**src/rtl/rrec_pkg.sv**
```systemverilog
// shared widths, codes and handshake types for the ray ring edge crossing block
package rrec_pkg;

    localparam int STORE_DEPTH = 1024;
    localparam int MAX_RING    = 64;
    localparam int COORD_WIDTH = 32;

    localparam int ADDR_W  = $clog2(STORE_DEPTH);
    localparam int CNT_W   = $clog2(MAX_RING + 1);
    localparam int DIFF_W  = COORD_WIDTH + 1;
    localparam int MUL_W   = DIFF_W + 1;
    localparam int PROD_W  = 2 * MUL_W;
    localparam int SQ_W    = 2 * DIFF_W;
    localparam int LEN_W   = DIFF_W;
    localparam int DEN_W   = 2 * DIFF_W;
    localparam int NUM_W   = DEN_W + LEN_W;
    localparam int REM_W   = DEN_W + 2;
    localparam int DIST_W  = 32;
    localparam int CFG_IDX_W  = 2;
    localparam int CFG_DATA_W = 10;

    localparam logic ACT_WRITE = 1'b0;
    localparam logic ACT_QUERY = 1'b1;

    localparam logic [1:0] ST_NONE = 2'd0;
    localparam logic [1:0] ST_HIT  = 2'd1;
    localparam logic [1:0] ST_ZERO = 2'd2;

    localparam logic [CFG_IDX_W-1:0] CFG_FIRST_VERTEX = 2'd0;
    localparam logic [CFG_IDX_W-1:0] CFG_VERTEX_COUNT = 2'd1;

    localparam logic OP_SQRT = 1'b0;
    localparam logic OP_DIV  = 1'b1;

    typedef struct packed {
        logic start;
        logic op;
    } t_rd_req;

    typedef struct packed {
        logic             done;
        logic             sat;
        logic [LEN_W-1:0] res;
    } t_rd_rsp;

endpackage

```
**src/rtl/rrec_root_div.sv**
```systemverilog
// iterative square root and saturating divider sharing one wide subtractor
module rrec_root_div (
    input  logic                           i_clk,
    input  logic                           i_rst_n,
    input  rrec_pkg::t_rd_req              i_req,
    input  logic [rrec_pkg::NUM_W-1:0]     i_num,
    input  logic [rrec_pkg::DEN_W-1:0]     i_den,
    output rrec_pkg::t_rd_rsp              o_rsp
);
    import rrec_pkg::*;

    localparam int SQRT_STEPS = SQ_W / 2;
    localparam int DIV_STEPS  = DIST_W;
    localparam int STEP_W     = $clog2(SQRT_STEPS + 1);

    logic               r_busy;
    logic               r_op;
    logic [STEP_W-1:0]  r_cnt;
    logic [REM_W-1:0]   r_rem;
    logic [NUM_W-1:0]   r_src;
    logic [LEN_W-1:0]   r_q;
    logic [DEN_W-1:0]   r_den;
    logic               r_done;
    logic               r_sat;

    logic [REM_W-1:0]   w_rem2;
    logic [REM_W-1:0]   w_trial;
    logic [REM_W:0]     w_diff;
    logic               w_ok;
    logic               w_sat;

    always_comb begin
        if (r_op == OP_SQRT) begin
            w_rem2  = {r_rem[REM_W-3:0], r_src[SQ_W-1 -: 2]};
            w_trial = {{(REM_W-LEN_W-2){1'b0}}, r_q, 2'b01};
        end else begin
            w_rem2  = {r_rem[REM_W-2:0], r_src[DIST_W-1]};
            w_trial = {2'b00, r_den};
        end
        w_diff = {1'b0, w_rem2} - {1'b0, w_trial};
        w_ok   = !w_diff[REM_W];
        w_sat  = i_num[NUM_W-1:DIST_W] >= {1'b0, i_den};
    end

    always_ff @(posedge i_clk) begin
        if (!i_rst_n) begin
            r_busy <= 1'b0;
            r_done <= 1'b0;
            r_sat  <= 1'b0;
        end else begin
            r_done <= 1'b0;
            if (i_req.start) begin
                r_op  <= i_req.op;
                r_q   <= '0;
                r_sat <= 1'b0;
                r_src <= i_num;
                r_den <= i_den;
                if (i_req.op == OP_SQRT) begin
                    r_rem  <= '0;
                    r_cnt  <= STEP_W'(SQRT_STEPS);
                    r_busy <= 1'b1;
                end else if (w_sat) begin
                    // quotient would not fit 32 bits
                    r_sat  <= 1'b1;
                    r_done <= 1'b1;
                end else begin
                    r_rem  <= REM_W'(i_num[NUM_W-1:DIST_W]);
                    r_cnt  <= STEP_W'(DIV_STEPS);
                    r_busy <= 1'b1;
                end
            end else if (r_busy) begin
                r_rem <= w_ok ? w_diff[REM_W-1:0] : w_rem2;
                r_q   <= {r_q[LEN_W-2:0], w_ok};
                r_src <= (r_op == OP_SQRT) ? (r_src << 2) : (r_src << 1);
                r_cnt <= r_cnt - 1'b1;
                if (r_cnt == STEP_W'(1)) begin
                    r_busy <= 1'b0;
                    r_done <= 1'b1;
                end
            end
        end
    end

    assign o_rsp.done = r_done;
    assign o_rsp.sat  = r_sat;
    assign o_rsp.res  = r_q;

endmodule

```
**config.mk**
```make
export PLATFORM = sky130hd
export DESIGN_NAME = rrec_root_div
export DESIGN_NICKNAME = d
export VERILOG_FILES = /design/src/rtl/rrec_pkg.sv /design/src/rtl/rrec_root_div.sv
export SDC_FILE = /design/constraint.sdc
export NUM_CORES = 1
export LEC_CHECK = 0
export BUFFER_PORTS_ARGS = -buffer_cell sky130_fd_sc_hd__buf_4
export CAP_MARGIN = 20
export CORE_AREA = 2 2 147 293
export CTS_BUF_LIST = sky130_fd_sc_hd__clkbuf_8
export DETAILED_ROUTE_END_ITERATION = 6
export DIE_AREA = 0 0 149 295
export PLACE_DENSITY = 0.67
export SYNTH_ARGS = -nofsm -noshare
export SYNTH_HDL_FRONTEND = slang
export SYNTH_SLANG_ARGS = --single-unit
```
**constraint.sdc**
```tcl
create_clock -name i_clk -period 13.25 [get_ports i_clk]
set_input_delay 1.325 -clock i_clk [delete_from_list [all_inputs] [get_ports i_clk]]
set_output_delay 1.325 -clock i_clk [all_outputs]
set_load 0.02 [all_outputs]
```
; ---- Yosys cells after proc, flatten, opt, wreduce, memory -nomap -nowiden
; Cells that the tools add are included.
[classes]
n_addsub = 2
magnitude_cmp = 1
n_eq_ne = 2
muxes = 25
n_reduce_logical = 5
[op_table]
columns = operator, n
row1 = two-way mux 67 bit, 5
row2 = two-way mux 66 bit, 4
row3 = subtractor 68 x 66 -> 69 bit, 1
row4 = two-way mux 68 bit, 1
row5 = greater-or-equal comparator 67 x 66 -> 1 bit, 1
row6 = two-way mux 33 bit, 1
row7 = two-way mux 6 bit, 4
row8 = two-way mux 1 bit, 10
row9 = == test 6 x 1 -> 1 bit (second input constant), 1
row10 = subtractor 6 x 1 -> 6 bit (second input constant), 1
row11 = AND reduction 2 bit, 2
row12 = inequality test 3 bit (second input constant), 1
row13 = AND reduction 3 bit, 1
row14 = nonzero test 2 bit, 1
row15 = zero test 1 bit, 1
[totals]
reg_bits = 242
input_bits = 169
output_inout_bits = 35
wordCells = 44

; ---- Longest topological paths before layout
[depth]
ltp_word = 5
depth_mapped = 20
depth_no_buf = 14

; ---- Worst setup path after synthesis
; OpenSTA, ideal clock, no wires.
[synth_path]
path_type = input to register
start = input port i_req[1] in the netlist's numbering
end = register r_cnt[0], enable pin
setup_ns = 0.615
arrival_ns = 9.643
t_required_ns = 12.635
path_slack_ns = 2.992
cell_stages = 4
path_buffers = 2
path_cell_list = clkbuf_1 buf_1 o21a_1 a21boi_0
[synth_between]
elab_chain_cells = 2
word_cells_on_any_way = 3
cone_classes = eq/ne: 1 / reduce/logical: 2
[synth_lines]
columns = item, line_no
row1 = start: declaration, rrec_root_div.sv:5  ; input rrec_pkg::t_rd_req i_req,
row2 = inequality test 3 bit (no line) / nonzero test 2 bit (equally long branches), -
row3 = AND reduction 3 bit (no line) (*), -
row4 = end signal: assignment, rrec_root_div.sv:60  ; r_cnt <= STEP_W'(SQRT_STEPS);
row5 = end signal: assignment, rrec_root_div.sv:68  ; r_cnt <= STEP_W'(DIV_STEPS);
row6 = end signal: assignment, rrec_root_div.sv:75  ; r_cnt <= r_cnt - 1'b1;
row7 = end: declaration, rrec_root_div.sv:18  ; logic [STEP_W-1:0] r_cnt;
; Mark *: on every way between the ends. The rest lies on a longest branch, timed or not.
; A chain may end at the register's enable or synchronous reset.

; ---- Worst setup path after layout
[layout_path]
start = register r_op
end = register r_rem[66], data pin
[layout_between]
elab_chain_cells = 5
word_cells_on_any_way = 6
cone_classes = add/sub: 1 / mux: 5
[layout_lines]
columns = item, line_no
row1 = start: declaration, rrec_root_div.sv:17  ; logic r_op;
row2 = start signal: assignment, rrec_root_div.sv:53  ; r_op <= i_req.op;
row3 = two-way mux 68 bit / two-way mux 66 bit (equally long branches), rrec_root_div.sv:33  ; if (r_op == OP_SQRT) begin
row4 = subtractor 68 x 66 -> 69 bit, rrec_root_div.sv:40  ; w_diff = {1'b0, w_rem2} - {1'b0, w_trial};
row5 = two-way mux 67 bit (*), rrec_root_div.sv:72  ; r_rem <= w_ok ? w_diff[REM_W-1:0] : w_rem2;
row6 = two-way mux 67 bit (*), rrec_root_div.sv:71  ; end else if (r_busy) begin
row7 = two-way mux 67 bit (*), rrec_root_div.sv:52  ; if (i_req.start) begin
row8 = end signal: assignment, rrec_root_div.sv:67  ; r_rem <= REM_W'(i_num[NUM_W-1:DIST_W]);
row9 = end signal: assignment, rrec_root_div.sv:72
row10 = end: declaration, rrec_root_div.sv:19  ; logic [REM_W-1:0] r_rem;
; Mark *: on every way between the ends. The rest lies on a longest branch, timed or not. The select of a mux whose other input is x is not followed.

==> flow_summary.yaml <==
status:
  outcome: "finished clean"
route:
  firstDrtPassIters: 5
  via_per_inst: 5.67
  remaining_drc_errors: 0
  wl_per_cell_um: 21.3
  vias: 14300
  antenna_left: 0
  dr.first_iter.drc_count: 680
  wl_um: 53800
pwr:
  comb_power_share: 0.361
  power.internal_mw: 1.60
  power_frac_seq: 0.388
  power_switching_uw: 897
  clkPwrFrac: 0.251
  vdd_drop_max_uv: 78.4
  power_density_nw_per_um2: 125
  p_leak_nw: 8.43
  power.total_mw: 2.50
  swShare: 0.359
placed_design:
  routabilityCongestion: 0.948
  dpl.hpwl_um: 41000
  port_buffers: 203
  pre_cts_slack_ps: 7580
  place_area_um2: 19300
  dp.cells: 2449
global_routing:
  grt_max_degree: 128
  antenna_found_initial: 6
  grt_pass1_wl_um: 82600
  grt_overflow: 0
  gr-usage-all-layers: 0.243
  grt_pass1_vias: 15200
cells_and_area:
  final_cell_area_um2: 20000
  layout.nets: 2254
  fin_cells: 2523
  area_growth_pct: 15.1
  num-fill-cells: 4083
  final_layout_size_suffix_gt1_frac: 0.180
sta:
  setup-tns-final_ps: 0
  fin_crit_ps: 5720
  rsz0062_at_grt: "false"
  setup_violations: 0
  finalClockSkew_ps: 32.3
  slew_violations: 0
  max_freq_ghz: 0.175
  period_share: 0.432
  finalHoldViolations: 0
  tightest_slew_ps: 1060
  setup_slack_ps: 7530
  slew-limit-headroom: 0.292
min_path:
  min_path_cells: 2
  min_path_type: "flip-flop to flip-flop"
setup_path:
  cp_max_fo: 127
  end_kind: "flip-flop"
  critPathLaunchType: "flip-flop"
  reg2reg_depth: 13
  critPathKind: "flip-flop to flip-flop"
  cp.arrival_ps: 6060
  cp.required_ps: 13590
clocking:
  cts_tree: "done"
  cts_made_buffers: 39
  cts-root-buf: "clkbuf_8"
  postCtsSetupBuffers: 0
  clockBufferDepth: 3
  htree_num_levels: 2
  insertion_delay_ps: 580
  path_clk_slew_ps: 70
  cts_hold_buf: 0
  cts_sinks: 242
  cts-resized-gates: 0
floorplanning:
  dieArea_um2: 44000
  initial_utilization: 0.417
  die_w_um: 149
  dieHeight_um: 295
  fp.coreArea_um2: 41600
  num_io_pins: 204
  row_count: 106
logic_synthesis:
  async_flop_share: 0
  synth_fp_nets: 2099
  synth.avg_cell_area_um2: 9.68
  synth_compound_area_frac: 0.172
  synth-edff-count: 239
  synth_area_um2: 17400
  synth_top_family_by_area: "compound AO/OA/AOI/OAI gates"
  synth_fa_ha_area_frac: 0.0976
  synthSimpleGateAreaFrac: 0.132
  synth.distinct_cells: 78
  synth_seq_cells: 242
  yosysWarnings: 0
  synth_xor_area_frac: 0.0292
  synth_mux_area_frac: 0.109
  synthFlopType: "edfxtp_1"
  netlist_instances: 1795
  ys_seq_area_frac: 0.416
run:
  drv_cap: 0
-- final timing paths --
path,end,from,slack (ps)
max,r_rem[66],r_op,7530
min,r_sat,r_sat,560
max reg2reg,r_rem[66],r_op,7530
min reg2reg,r_sat,r_sat,560
-- cell usage in the layout, fill, tap and decap left out, types with 45 or more instances in the layout --
cell,Yosys,routed
mux2i_1,112,112
a21oi_1,127,127
ha_1,134,134
nor2_1,69,69
o21ai_0,189,189
nor2b_1,45,45
inv_1,89,100
edfxtp_1,239,239
mux2_2,68,68
buf_4,3,213
nand2_1,260,260
a21o_1,49,49
-- logic make-up after synthesis --
| logic type | after synthesis |
|---|---|
| and+or+nand+nor | 499 |
| buffers and inverters | 190 |
| xor gates and xnor gates | 58 |
| muxes | 180 |
| AOI/OAI and AO/OA | 491 |
| DFF | 242 |
| adders and majority gates | 135 |
-- state kept, by name, indices dropped and copies added (netlist names) --
| register | flops |
|---|---|
| r_op | 1 |
| r_den | 66 |
| r_cnt | 6 |
| r_src | 66 |
| r_rem | 67 |
| r_q | 33 |
| r_busy | 1 |
| r_sat | 1 |
| r_done | 1 |
-- worst max-delay path: stages, from the launching register on --
cell,delay [ps]
edfxtp_1,370
buf_12,510
buf_4,890
mux2_2,430
ha_1,460
a21oi_1,140
o21ai_0,280
a31oi_1,130
o221ai_1,330
a41o_2,490
buf_4,480
nand3_2,120
or3_1,330
a32o_1,260
-- cell usage after synthesis, drive strengths merged, types with 39 or more instances --
master | count | area, um^2
nand2 | 260 | 976
o21ai | 201 | 1010
nand4 | 39 | 250
ha | 134 | 1680
mux2 | 68 | 766
a21o | 49 | 368
mux2i | 112 | 1120
nor2 | 69 | 259
nor2b | 45 | 282
xnor2 | 40 | 350
edfxtp | 239 | 7180
inv | 89 | 334
clkbuf | 63 | 236
a21oi | 127 | 636
-- area by class of cell --
type | instances | area [um^2] | area share
antenna | 4 | 10.0 | 0.000500
clock buffer | 40 | 551 | 0.0275
clock inverter | 30 | 159 | 0.00794
inverter | 89 | 334 | 0.0167
multi-input combinational | 1363 | 9410 | 0.470
sequential | 242 | 7240 | 0.362
tap | 540 | 676 | 0.0338
timing repair buffer | 215 | 1630 | 0.0815
-- metrics by stage --
stage	hold slack, ps	utilization
floorplan	444	-
global placement	523	0.463
detailed placement	538	0.463
CTS	555	0.480
global route	557	0.480
finish	556	0.480
-- per-layer routing --
layer,GRT usage,vias up,share of wire
met4,0.159,4,0.071
li1,-,6899,-
met2,0.475,383,0.56
met3,0.0302,166,0.038
met1,0.233,6856,0.34
met5,0,-,0.00043
-- power groups by stage --
| stage | combinational (mW) | sequential (mW) | clock [mW] |
|---|---|---|---|
| after floorplan | 0.631 | 0.980 | 0 |
| after global placement | 0.881 | 0.982 | 0 |
| after detailed placement | 0.893 | 0.983 | 0 |
| after CTS | 0.898 | 0.967 | 0.642 |
| after global routing | 0.995 | 0.973 | 0.669 |
| final | 0.900 | 0.968 | 0.628 |
(Power assumes the default switching activity.)
